## src/design/vfjq_pkg.sv

```systemverilog
`timescale 1ns / 1ps
// ----------------------------------------------------------------------------
// vfjq_pkg
// Shared types and constants of the voice frame jitter queue: field widths,
// register reset values, event codes, controller states and datapath commands.
// ----------------------------------------------------------------------------
package vfjq_pkg;

    // Default sizes of the queue
    localparam int QUEUE_DEPTH_DEF = 64;
    localparam int MAX_SKIP_DEF    = 8;

    // Field widths
    localparam int CFG_W    = 7;
    localparam int HANDLE_W = 16;
    localparam int LENGTH_W = 10;
    localparam int SEQ_W    = 32;

    // Configuration register resets and decode
    localparam logic [CFG_W-1:0] QUEUE_MAX_RST = 7'd16;
    localparam logic [CFG_W-1:0] QUEUE_MIN_RST = 7'd2;
    localparam logic             REG_QUEUE_MAX = 1'b0;
    localparam logic             REG_QUEUE_MIN = 1'b1;

    // Saturation value of the head drop count
    localparam logic [CFG_W-1:0] DROPS_SAT = 7'd127;

    // Input action codes
    localparam logic ACTION_ARRIVAL = 1'b0;
    localparam logic ACTION_TICK    = 1'b1;

    // Result event codes
    typedef enum logic [1:0] {
        EV_ACCEPTED = 2'd0,
        EV_DROPPED  = 2'd1,
        EV_PLAYED   = 2'd2,
        EV_IDLE     = 2'd3
    } event_t;

    // Controller states
    typedef enum logic [2:0] {
        ST_IDLE,
        ST_DECIDE,
        ST_FILL,
        ST_TRIM,
        ST_PLAY
    } state_t;

    // Datapath commands
    typedef enum logic [3:0] {
        OP_NONE,
        OP_LOAD,
        OP_PUSH_MARK,
        OP_PUSH_FRAME,
        OP_TRIM,
        OP_FETCH,
        OP_PLAY,
        OP_END_DROP,
        OP_END_IDLE,
        OP_END_MISS
    } dp_op_t;

    // Datapath status towards the controller
    typedef struct packed {
        logic is_tick;
        logic diff_neg;
        logic skip_zero;
        logic play_on;
        logic count_zero;
    } dp_status_t;

    // One queue entry
    typedef struct packed {
        logic [HANDLE_W-1:0] handle;
        logic [LENGTH_W-1:0] length;
    } entry_t;

endpackage

```

## src/design/vfjq_ctrl.sv

```systemverilog
`timescale 1ns / 1ps
// ----------------------------------------------------------------------------
// vfjq_ctrl
// Sequencer of the jitter queue: takes an item, steps the datapath through
// gap fill, frame write and head trim, or through a playout fetch.
// ----------------------------------------------------------------------------
module vfjq_ctrl (
    input  logic                   clk,
    input  logic                   rst_n,
    input  logic                   start,
    input  vfjq_pkg::dp_status_t   status,
    output vfjq_pkg::dp_op_t       op,
    output logic                   busy
);
    import vfjq_pkg::*;

    state_t state_reg;
    state_t state_next;

    // Hold the current state
    always_ff @(posedge clk or negedge rst_n)
    begin
        if (!rst_n)
        begin
            state_reg <= ST_IDLE;
        end
        else
        begin
            state_reg <= state_next;
        end
    end

    // Next state
    always_comb
    begin
        state_next = state_reg;
        unique case (state_reg)
            ST_IDLE:
            begin
                if (start)
                begin
                    state_next = ST_DECIDE;
                end
            end
            ST_DECIDE:
            begin
                priority if (status.is_tick)
                begin
                    if (status.play_on && !status.count_zero)
                    begin
                        state_next = ST_PLAY;
                    end
                    else
                    begin
                        state_next = ST_IDLE;
                    end
                end
                else if (status.diff_neg)
                begin
                    state_next = ST_IDLE;
                end
                else
                begin
                    state_next = ST_FILL;
                end
            end
            ST_FILL:
            begin
                if (status.skip_zero)
                begin
                    state_next = ST_TRIM;
                end
            end
            ST_TRIM:
            begin
                state_next = ST_IDLE;
            end
            ST_PLAY:
            begin
                state_next = ST_IDLE;
            end
            default:
            begin
                state_next = ST_IDLE;
            end
        endcase
    end

    // Commands to the datapath
    always_comb
    begin
        op   = OP_NONE;
        busy = 1'b1;
        unique case (state_reg)
            ST_IDLE:
            begin
                busy = 1'b0;
                if (start)
                begin
                    op = OP_LOAD;
                end
            end
            ST_DECIDE:
            begin
                priority if (status.is_tick)
                begin
                    priority if (!status.play_on)
                    begin
                        op = OP_END_IDLE;
                    end
                    else if (status.count_zero)
                    begin
                        op = OP_END_MISS;
                    end
                    else
                    begin
                        op = OP_FETCH;
                    end
                end
                else if (status.diff_neg)
                begin
                    op = OP_END_DROP;
                end
                else
                begin
                    op = OP_NONE;
                end
            end
            ST_FILL:
            begin
                op = status.skip_zero ? OP_PUSH_FRAME : OP_PUSH_MARK;
            end
            ST_TRIM:
            begin
                op = OP_TRIM;
            end
            ST_PLAY:
            begin
                op = OP_PLAY;
            end
            default:
            begin
                op = OP_NONE;
            end
        endcase
    end

endmodule

```

## src/design/vfjq_dp.sv

```systemverilog
`timescale 1ns / 1ps
// ----------------------------------------------------------------------------
// vfjq_dp
// Datapath of the jitter queue: entry memory, head and tail pointers, fill
// count, expected sequence, playout flag and the registered result.
// ----------------------------------------------------------------------------
module vfjq_dp #(
    parameter int QUEUE_DEPTH = vfjq_pkg::QUEUE_DEPTH_DEF,
    parameter int MAX_SKIP    = vfjq_pkg::MAX_SKIP_DEF
) (
    input  logic                                clk,
    input  logic                                rst_n,
    input  vfjq_pkg::dp_op_t                    op,
    output vfjq_pkg::dp_status_t                status,
    input  logic [vfjq_pkg::CFG_W-1:0]          queue_max,
    input  logic [vfjq_pkg::CFG_W-1:0]          queue_min,
    input  logic                                action,
    input  logic signed [vfjq_pkg::SEQ_W-1:0]   seq_number,
    input  logic [vfjq_pkg::HANDLE_W-1:0]       frame_handle,
    input  logic [vfjq_pkg::LENGTH_W-1:0]       frame_length,
    output logic                                done,
    output logic [1:0]                          event_status,
    output logic [vfjq_pkg::CFG_W-1:0]          queued_count,
    output logic [vfjq_pkg::CFG_W-1:0]          heads_dropped,
    output logic                                playing,
    output logic                                play_missing,
    output logic [vfjq_pkg::HANDLE_W-1:0]       play_handle,
    output logic [vfjq_pkg::LENGTH_W-1:0]       play_length,
    output logic                                queue_drained
);
    import vfjq_pkg::*;

    localparam int AW     = $clog2(QUEUE_DEPTH);
    localparam int CW     = $clog2(QUEUE_DEPTH + 1);
    localparam int CMP_W  = (CW > CFG_W) ? CW : CFG_W;
    localparam int SUM_W  = CW + 1;
    localparam int DSUM_W = CMP_W + 1;
    localparam int KW     = $clog2(MAX_SKIP + 2);

    // Entry memory, reset undefined
    entry_t mem [QUEUE_DEPTH];
    entry_t rd_data_reg;

    // Control state
    logic [AW-1:0]    head_reg,     head_next;
    logic [AW-1:0]    tail_reg,     tail_next;
    logic [CW-1:0]    count_reg,    count_next;
    logic [SEQ_W-1:0] expected_reg, expected_next;
    logic             play_on_reg,  play_on_next;
    logic [CFG_W-1:0] drops_reg,    drops_next;
    logic             done_reg,     done_next;

    // Item held while it is worked on
    logic                action_reg,   action_next;
    logic                diff_neg_reg, diff_neg_next;
    logic [KW-1:0]       skip_reg,     skip_next;
    logic [HANDLE_W-1:0] handle_reg,   handle_next;
    logic [LENGTH_W-1:0] length_reg,   length_next;

    // Result registers
    event_t              status_reg,   status_next;
    logic [CFG_W-1:0]    qcount_reg,   qcount_next;
    logic [CFG_W-1:0]    hdrop_reg,    hdrop_next;
    logic                playing_reg,  playing_next;
    logic                missing_reg,  missing_next;
    logic [HANDLE_W-1:0] phandle_reg,  phandle_next;
    logic [LENGTH_W-1:0] plength_reg,  plength_next;
    logic                drained_reg,  drained_next;

    // Working signals
    logic [SEQ_W-1:0]  diff;
    logic              full;
    logic              push_en;
    entry_t            push_entry;
    logic [AW-1:0]     head_inc;
    logic [AW-1:0]     tail_inc;
    logic [CMP_W-1:0]  limit;
    logic [CMP_W-1:0]  excess;
    logic [SUM_W-1:0]  head_sum;
    logic [SUM_W-1:0]  head_wrap;
    logic [DSUM_W-1:0] drop_sum;
    logic [CFG_W-1:0]  drops_trim;
    logic [CW-1:0]     count_trim;

    // Sequence gap and pointer steps
    always_comb
    begin
        diff     = $unsigned(seq_number) - expected_reg;
        full     = (count_reg == CW'(QUEUE_DEPTH));
        head_inc = (head_reg == AW'(QUEUE_DEPTH - 1)) ? '0 : head_reg + 1'b1;
        tail_inc = (tail_reg == AW'(QUEUE_DEPTH - 1)) ? '0 : tail_reg + 1'b1;
    end

    // Head trim against the saturated limit
    always_comb
    begin
        limit = (CMP_W'(queue_max) > CMP_W'(QUEUE_DEPTH)) ? CMP_W'(QUEUE_DEPTH)
                                                          : CMP_W'(queue_max);
        excess = (CMP_W'(count_reg) > limit) ? CMP_W'(count_reg) - limit : '0;
        head_sum  = SUM_W'(head_reg) + SUM_W'(excess);
        head_wrap = (head_sum >= SUM_W'(QUEUE_DEPTH)) ? head_sum - SUM_W'(QUEUE_DEPTH)
                                                      : head_sum;
        drop_sum   = DSUM_W'(drops_reg) + DSUM_W'(excess);
        drops_trim = (drop_sum > DSUM_W'(DROPS_SAT)) ? DROPS_SAT : CFG_W'(drop_sum);
        count_trim = CW'(CMP_W'(count_reg) - excess);
    end

    // Entry to write
    always_comb
    begin
        push_en = (op == OP_PUSH_MARK) || (op == OP_PUSH_FRAME);
        if (op == OP_PUSH_FRAME)
        begin
            push_entry.handle = handle_reg;
            push_entry.length = length_reg;
        end
        else
        begin
            push_entry.handle = '0;
            push_entry.length = '0;
        end
    end

    // Next values
    always_comb
    begin
        head_next     = head_reg;
        tail_next     = tail_reg;
        count_next    = count_reg;
        expected_next = expected_reg;
        play_on_next  = play_on_reg;
        drops_next    = drops_reg;
        done_next     = 1'b0;
        action_next   = action_reg;
        diff_neg_next = diff_neg_reg;
        skip_next     = skip_reg;
        handle_next   = handle_reg;
        length_next   = length_reg;
        status_next   = status_reg;
        qcount_next   = qcount_reg;
        hdrop_next    = hdrop_reg;
        playing_next  = playing_reg;
        missing_next  = missing_reg;
        phandle_next  = phandle_reg;
        plength_next  = plength_reg;
        drained_next  = drained_reg;

        unique case (op)
            OP_LOAD:
            begin
                action_next   = action;
                diff_neg_next = diff[SEQ_W-1];
                skip_next     = (diff > SEQ_W'(MAX_SKIP)) ? KW'(MAX_SKIP) : KW'(diff);
                handle_next   = (frame_length == '0) ? '0 : frame_handle;
                length_next   = frame_length;
                drops_next    = '0;
                if (action == ACTION_ARRIVAL)
                begin
                    if (CMP_W'(count_reg) >= CMP_W'(queue_min))
                    begin
                        play_on_next = 1'b1;
                    end
                    if (!diff[SEQ_W-1])
                    begin
                        expected_next = $unsigned(seq_number) + 1'b1;
                    end
                end
            end
            OP_PUSH_MARK, OP_PUSH_FRAME:
            begin
                // Write at the tail, dropping the head when storage is full
                tail_next = tail_inc;
                if (full)
                begin
                    head_next = head_inc;
                    if (drops_reg != DROPS_SAT)
                    begin
                        drops_next = drops_reg + 1'b1;
                    end
                end
                else
                begin
                    count_next = count_reg + 1'b1;
                end
                if (op == OP_PUSH_MARK)
                begin
                    skip_next = skip_reg - 1'b1;
                end
            end
            OP_TRIM:
            begin
                head_next    = AW'(head_wrap);
                count_next   = count_trim;
                drops_next   = drops_trim;
                done_next    = 1'b1;
                status_next  = EV_ACCEPTED;
                qcount_next  = CFG_W'(count_trim);
                hdrop_next   = drops_trim;
                playing_next = play_on_reg;
                missing_next = 1'b0;
                phandle_next = '0;
                plength_next = '0;
                drained_next = 1'b0;
            end
            OP_FETCH:
            begin
            end
            OP_PLAY:
            begin
                // Dequeue the head; a real frame that empties the queue stops playout
                head_next    = head_inc;
                count_next   = count_reg - 1'b1;
                done_next    = 1'b1;
                status_next  = EV_PLAYED;
                qcount_next  = CFG_W'(count_reg - 1'b1);
                hdrop_next   = '0;
                missing_next = (rd_data_reg.length == '0);
                phandle_next = (rd_data_reg.length == '0) ? '0 : rd_data_reg.handle;
                plength_next = rd_data_reg.length;
                drained_next = (rd_data_reg.length != '0) && (count_reg == CW'(1));
                if ((rd_data_reg.length != '0) && (count_reg == CW'(1)))
                begin
                    play_on_next = 1'b0;
                end
                playing_next = !((rd_data_reg.length != '0) && (count_reg == CW'(1)));
            end
            OP_END_DROP, OP_END_IDLE, OP_END_MISS:
            begin
                done_next    = 1'b1;
                qcount_next  = CFG_W'(count_reg);
                hdrop_next   = '0;
                playing_next = play_on_reg;
                missing_next = (op == OP_END_MISS);
                phandle_next = '0;
                plength_next = '0;
                drained_next = 1'b0;
                priority if (op == OP_END_DROP)
                begin
                    status_next = EV_DROPPED;
                end
                else if (op == OP_END_IDLE)
                begin
                    status_next = EV_IDLE;
                end
                else
                begin
                    status_next = EV_PLAYED;
                end
            end
            default:
            begin
            end
        endcase
    end

    // Control registers
    always_ff @(posedge clk or negedge rst_n)
    begin
        if (!rst_n)
        begin
            head_reg     <= '0;
            tail_reg     <= '0;
            count_reg    <= '0;
            expected_reg <= '0;
            play_on_reg  <= 1'b0;
            done_reg     <= 1'b0;
        end
        else
        begin
            head_reg     <= head_next;
            tail_reg     <= tail_next;
            count_reg    <= count_next;
            expected_reg <= expected_next;
            play_on_reg  <= play_on_next;
            done_reg     <= done_next;
        end
    end

    // Item and result registers
    always_ff @(posedge clk)
    begin
        drops_reg    <= drops_next;
        action_reg   <= action_next;
        diff_neg_reg <= diff_neg_next;
        skip_reg     <= skip_next;
        handle_reg   <= handle_next;
        length_reg   <= length_next;
        status_reg   <= status_next;
        qcount_reg   <= qcount_next;
        hdrop_reg    <= hdrop_next;
        playing_reg  <= playing_next;
        missing_reg  <= missing_next;
        phandle_reg  <= phandle_next;
        plength_reg  <= plength_next;
        drained_reg  <= drained_next;
    end

    // Entry memory: write at the tail, registered read at the head
    always_ff @(posedge clk)
    begin
        if (push_en)
        begin
            mem[tail_reg] <= push_entry;
        end
        if (op == OP_FETCH)
        begin
            rd_data_reg <= mem[head_reg];
        end
    end

    // Status to the controller
    always_comb
    begin
        status.is_tick    = (action_reg == ACTION_TICK);
        status.diff_neg   = diff_neg_reg;
        status.skip_zero  = (skip_reg == '0);
        status.play_on    = play_on_reg;
        status.count_zero = (count_reg == '0);
    end

    // Result ports
    assign done          = done_reg;
    assign event_status  = status_reg;
    assign queued_count  = qcount_reg;
    assign heads_dropped = hdrop_reg;
    assign playing       = playing_reg;
    assign play_missing  = missing_reg;
    assign play_handle   = phandle_reg;
    assign play_length   = plength_reg;
    assign queue_drained = drained_reg;

    // Fill count stays within storage
    a_count_range: assert property (@(posedge clk) disable iff (!rst_n)
        count_reg <= CW'(QUEUE_DEPTH))
        else $error("fill count beyond storage depth");

    // A trim leaves no more than the limit
    a_trim_limit: assert property (@(posedge clk) disable iff (!rst_n)
        (op == OP_TRIM) |=> (CMP_W'(count_reg) <= $past(limit)))
        else $error("queue above limit after trim");

    // Results never come in two adjacent cycles
    a_done_pulse: assert property (@(posedge clk) disable iff (!rst_n)
        done_reg |=> !done_reg)
        else $error("result strobe held for two cycles");

    // A drained queue stops playout
    a_drain_stop: assert property (@(posedge clk) disable iff (!rst_n)
        (done_reg && drained_reg) |-> (!playing_reg && !play_on_reg && (count_reg == '0)))
        else $error("playout still on after drain");

endmodule

```

## src/design/voice_frame_jitter_queue.sv

```systemverilog
`timescale 1ns / 1ps
// ----------------------------------------------------------------------------
// voice_frame_jitter_queue
// Playout queue for sequenced voice frames with gap markers and head trim.
// ----------------------------------------------------------------------------
// Usage:
//   Items enter on start while busy is low: action 0 is a frame arrival
//   (seq_number, frame_handle, frame_length), action 1 a playout tick.
//   Each item gives one result, shown for one cycle with done high; the
//   receiver cannot hold it off. A new item may start in the done cycle.
//   An arrival writes skip gap markers, then the frame, then trims the
//     head; skip is the gap to the expected number capped at MAX_SKIP
//     (one memory write a cycle for markers and the frame). A late
//     arrival is dropped without a write; a tick that plays an entry
//     reads it through the registered read port of the entry memory.
//   Items are handled one at a time. queue_max (byte address 0) and
//   queue_min (byte address 4) are to be written over the APB port while
//   the block is idle; the block does not enforce this. pready is always
//   high. Reset empties the queue, clears the expected sequence and playout
//   and restores both registers; entry memory contents are left as they are.
// ----------------------------------------------------------------------------
module voice_frame_jitter_queue #(
    parameter int QUEUE_DEPTH = vfjq_pkg::QUEUE_DEPTH_DEF,
    parameter int MAX_SKIP    = vfjq_pkg::MAX_SKIP_DEF
) (
    input  logic                                clk,
    input  logic                                rst_n,
    input  logic                                psel,
    input  logic                                penable,
    input  logic                                pwrite,
    input  logic [2:0]                          paddr,
    input  logic [31:0]                         pwdata,
    output logic [31:0]                         prdata,
    output logic                                pready,
    input  logic                                start,
    output logic                                busy,
    input  logic                                action,
    input  logic signed [vfjq_pkg::SEQ_W-1:0]   seq_number,
    input  logic [vfjq_pkg::HANDLE_W-1:0]       frame_handle,
    input  logic [vfjq_pkg::LENGTH_W-1:0]       frame_length,
    output logic                                done,
    output logic [1:0]                          event_status,
    output logic [vfjq_pkg::CFG_W-1:0]          queued_count,
    output logic [vfjq_pkg::CFG_W-1:0]          heads_dropped,
    output logic                                playing,
    output logic                                play_missing,
    output logic [vfjq_pkg::HANDLE_W-1:0]       play_handle,
    output logic [vfjq_pkg::LENGTH_W-1:0]       play_length,
    output logic                                queue_drained
);
    import vfjq_pkg::*;

    logic [CFG_W-1:0] queue_max_reg;
    logic [CFG_W-1:0] queue_min_reg;
    logic             cfg_wr;
    dp_op_t           op;
    dp_status_t       status;

    // Configuration registers
    assign pready = 1'b1;
    assign cfg_wr = psel && penable && pwrite && pready;

    always_ff @(posedge clk or negedge rst_n)
    begin
        if (!rst_n)
        begin
            queue_max_reg <= QUEUE_MAX_RST;
            queue_min_reg <= QUEUE_MIN_RST;
        end
        else if (cfg_wr)
        begin
            unique case (paddr[2])
                REG_QUEUE_MAX: queue_max_reg <= pwdata[CFG_W-1:0];
                REG_QUEUE_MIN: queue_min_reg <= pwdata[CFG_W-1:0];
                default:       queue_max_reg <= queue_max_reg;
            endcase
        end
    end

    // Register read-back
    always_comb
    begin
        unique case (paddr[2])
            REG_QUEUE_MAX: prdata = 32'(queue_max_reg);
            REG_QUEUE_MIN: prdata = 32'(queue_min_reg);
            default:       prdata = '0;
        endcase
    end

    vfjq_ctrl u_ctrl (
        .clk    (clk),
        .rst_n  (rst_n),
        .start  (start),
        .status (status),
        .op     (op),
        .busy   (busy)
    );

    vfjq_dp #(
        .QUEUE_DEPTH (QUEUE_DEPTH),
        .MAX_SKIP    (MAX_SKIP)
    ) u_dp (
        .clk           (clk),
        .rst_n         (rst_n),
        .op            (op),
        .status        (status),
        .queue_max     (queue_max_reg),
        .queue_min     (queue_min_reg),
        .action        (action),
        .seq_number    (seq_number),
        .frame_handle  (frame_handle),
        .frame_length  (frame_length),
        .done          (done),
        .event_status  (event_status),
        .queued_count  (queued_count),
        .heads_dropped (heads_dropped),
        .playing       (playing),
        .play_missing  (play_missing),
        .play_handle   (play_handle),
        .play_length   (play_length),
        .queue_drained (queue_drained)
    );

endmodule

```

## config.mk

```make
export PLATFORM = sky130hd
export DESIGN_NAME = voice_frame_jitter_queue
export DESIGN_NICKNAME = d
export VERILOG_FILES = /design/src/design/vfjq_pkg.sv /design/src/design/vfjq_ctrl.sv /design/src/design/vfjq_dp.sv /design/src/design/voice_frame_jitter_queue.sv
export SDC_FILE = /design/constraint.sdc
export NUM_CORES = 2
export LEC_CHECK = 0
export BUFFER_PORTS_ARGS = -buffer_cell sky130_fd_sc_hd__buf_4
export CAP_MARGIN = 20
export CORE_MARGIN = 2
export CORE_UTILIZATION = 55
export DETAILED_ROUTE_END_ITERATION = 16
export PLACE_DENSITY = 0.72
export SYNTH_ARGS = -nofsm -noshare
export SYNTH_HDL_FRONTEND = slang
export SYNTH_SLANG_ARGS = --single-unit
```

## constraint.sdc

```tcl
create_clock -name clk -period 7.2 [get_ports clk]
set_input_delay 1.44 -clock clk [delete_from_list [all_inputs] [get_ports clk]]
set_output_delay 1.44 -clock clk [all_outputs]
set_load 0.01 [all_outputs]
```

==> qor.yml <==
status: "complete, no violations"
fmax_mhz: 212
path_cells: "clkinv_1 -> nand2_1 -> inv_1 -> ha_1 -> nor2b_1 -> o21ai_0 -> a21oi_1 -> o31ai_1 -> a21oi_1 -> nand2b_1 -> inv_1 -> ha_1 -> a21o_1 -> a21oi_1 -> o21bai_1 -> a21oi_1 -> o21bai_1 -> a21o_1 -> nor2_1 -> o22ai_1"
start_kind: "flip-flop"
rows: 135
fin_setup_tns_ns: 0
crit_required_ns: 7.74
grt_first_pass_wirelength_um: 259000
slew_headroom: 0.221
synth.top_cell.area_share: 0.712
cts_root_buf: "clkbuf_16"
initial_core_util: 0.553
synth_ff_type: "edfxtp_1"
instances_no_fill: 5827
rsz0062_at_grt: "false"
worstSetupEndpointType: "flip-flop"
postCtsHoldBufs: 0
finalClockSkew_ns: 0.0355
fin_util: 0.629
setup_ws_ns: 2.48
crit_top_cell: "a21oi_1"
synth_fa_ha_area_frac: 0.0132
fin_nets: 4075
cpMaxStageDelayCell: "a21oi_1"
overflow: 0
nFillCells: 8803
avgSynthCellArea_um2: 20.5
drtIter0Drc: 4852
htreeDepth: 4
synth_cell_types: 81
cts_tree: "done"
synth_top_family_by_area: "multiplexers"
synthTopCellsByArea: "edfxtp_1, mux4_2, dfrtp_1, ha_1, nor2_1"
synth-simple-area-share: 0.0344
synth_compound_area_frac: 0.0247
cpPeakStageDelay_ns: 0.63
port_buffers: 126
drv_slew: 0
yosys_warnings: 0
grt_pass1_vias: 36950
dieWidth_um: 373
leakage_nw: 31.5
synthXorXnorAreaFrac: 0.00807
die_h_um: 373
largest_reg_flops: 1664
place_area_um2: 78900
core_um2: 135000
syn_to_final_growth_pct: 13.7
arrival_ns: 5.26
reg2regPathDepth: 20
final_layout_size_suffix_gt1_frac: 0.289
wire_per_inst_um: 31.2
grt_max_degree: 105
synth_top_area_cell: "edfxtp_1"
pwr_density_cell_nw_per_um2: 340
whs_ns: 0.488
place_ws_ns: 2.09
cts.clk_slew.worst_paths_ns: 0.06
post-route-min-period_ns: 4.72
detail_route.vias_per_cell: 6.46
clk-insertion-delay-late_ns: 0.81
drc_errors: 0
ant_nets: 0
antenna_found_initial: 9
fin_area_um2: 85100
async_reset_ff_frac: 0.0380
vias: 37651
post_cts_buffers: 0
synth-edff-count: 1774
cts_buffers: 177
gp_congestion: 0.879
p_total_mw: 28.9
finalHoldViolCount: 0
min_path_cells: 1
drv_cap: 0
ys_seq_elements: 1844
track_usage: 0.261
min-delay-path-class: "reg -> reg"
cts.sinks: 1844
seq_area_frac_synth: 0.735
worstMarginPinSlew_ns: 1.17
dr.pass1.iters: 5
fin_crit_sh: 0.655
cts-resized-gates: 0
die-area_um2: 139000
crit_type: "reg -> reg"
dp_cells: 5482
netlist_area_um2: 74900
max-clock-path-buffers: 3
vdd_drop_max_mv: 0.423
ios: 180
synth_cells: 3659
post-dp-hpwl_um: 98600
setup_viol: 0
drt-total-wl_um: 182000
synthMuxAreaShare: 0.169
crit_fanout: 10
[worst max-delay path: cells and delay by family (launching register included)]
kind	cells	cell delay [ns]
fa+ha+maj	2	0.52
flops	1	0.34
simple gates	4	0.79
buf+inv	3	0.56
compound gates	11	2.26
[per-layer routing]
layer | routed length, µm | vias to the layer above | track usage
met4 | 6110 | 10 | 0.0864
met2 | 90600 | 1936 | 0.427
li1 | - | 15571 | -
met5 | 69 | - | 0
met3 | 15800 | 304 | 0.0517
met1 | 69200 | 19830 | 0.356
[path summary, 6_finish.rpt]
kind | from | to | slack (ns)
max | queue_max_reg[6] | u_dp.drops_reg[3] | 2.48
min | u_dp.diff_neg_reg | u_ctrl.state_reg[1] | 0.49
max reg2reg | queue_max_reg[6] | u_dp.drops_reg[3] | 2.48
min reg2reg | u_dp.diff_neg_reg | u_ctrl.state_reg[1] | 0.49
max in group asynchronous | rst_n | queue_max_reg[4] | 5.98
min in group asynchronous | rst_n | u_dp.expected_reg[25] | 0.54
[logic make-up after synthesis]
| group | Yosys count |
|---|---|
| flops | 1844 |
| mux | 576 |
| simple gates | 523 |
| compound gates | 292 |
| buf+inv | 277 |
| fa+ha+maj | 76 |
| xor+xnor | 69 |
| other cells | 2 |
[layout make-up]
type	instances	area [µm²]	share of cell area
Antenna cell	8	20.0	0.000235
Clock buffer	221	4660	0.0547
Clock inverter	97	1140	0.0133
Inverter	72	270	0.00317
Multi-Input combinational cell	1562	19300	0.226
Sequential cell	1844	55000	0.647
Tap cell	1781	2230	0.0262
Timing Repair Buffer	242	2500	0.0293
[placed cells by master, fill, tap and decap left out, types with 19 or more instances in the layout]
master	synthesis	routed
inv_1	71	71
xnor2_1	35	35
bufinv_16	0	23
mux4_2	546	546
nand3_1	53	53
mux2_2	23	23
buf_12	0	29
conb_1	2	26
edfxtp_1	1774	1774
nor2_1	169	105
buf_4	26	195
a21o_1	19	19
clkinv_1	1	34
nand2_1	103	103
nand4_1	19	19
ha_1	71	71
clkbuf_16	0	179
dfrtp_1	68	63
o21ai_0	59	59
and2_2	0	26
clkinv_2	0	23
xor2_1	34	34
clkbuf_1	124	41
and3_1	39	39
nor2_4	0	64
and2_1	57	31
a21oi_1	95	94
[where the power goes]
group          total (mW)  switching [mW]  internal, mW
combinational        6.79            3.87          2.93
clock                9.34            3.93          5.42
sequential           12.8           0.530          12.3
[cells in the mapped netlist (all sizes together), types with 8 or more instances]
| cell type | count |
|---|---|
| xor2 | 34 |
| buf | 79 |
| edfxtp | 1774 |
| a21o | 19 |
| nor2b | 11 |
| xnor2 | 35 |
| nor2 | 169 |
| o31ai | 8 |
| nor3 | 16 |
| nor4 | 8 |
| a211oi | 13 |
| nand3b | 9 |
| a31oi | 10 |
| nand2 | 103 |
| and2 | 57 |
| nand3 | 53 |
| o21a | 10 |
| o22ai | 14 |
| nand2b | 9 |
| mux4 | 546 |
| dfrtp | 68 |
| inv | 71 |
| a21oi | 95 |
| ha | 71 |
| o21ai | 61 |
| nand4 | 19 |
| and3 | 40 |
| clkbuf | 126 |
| mux2 | 23 |
Power figures use the tool's default switching activity.
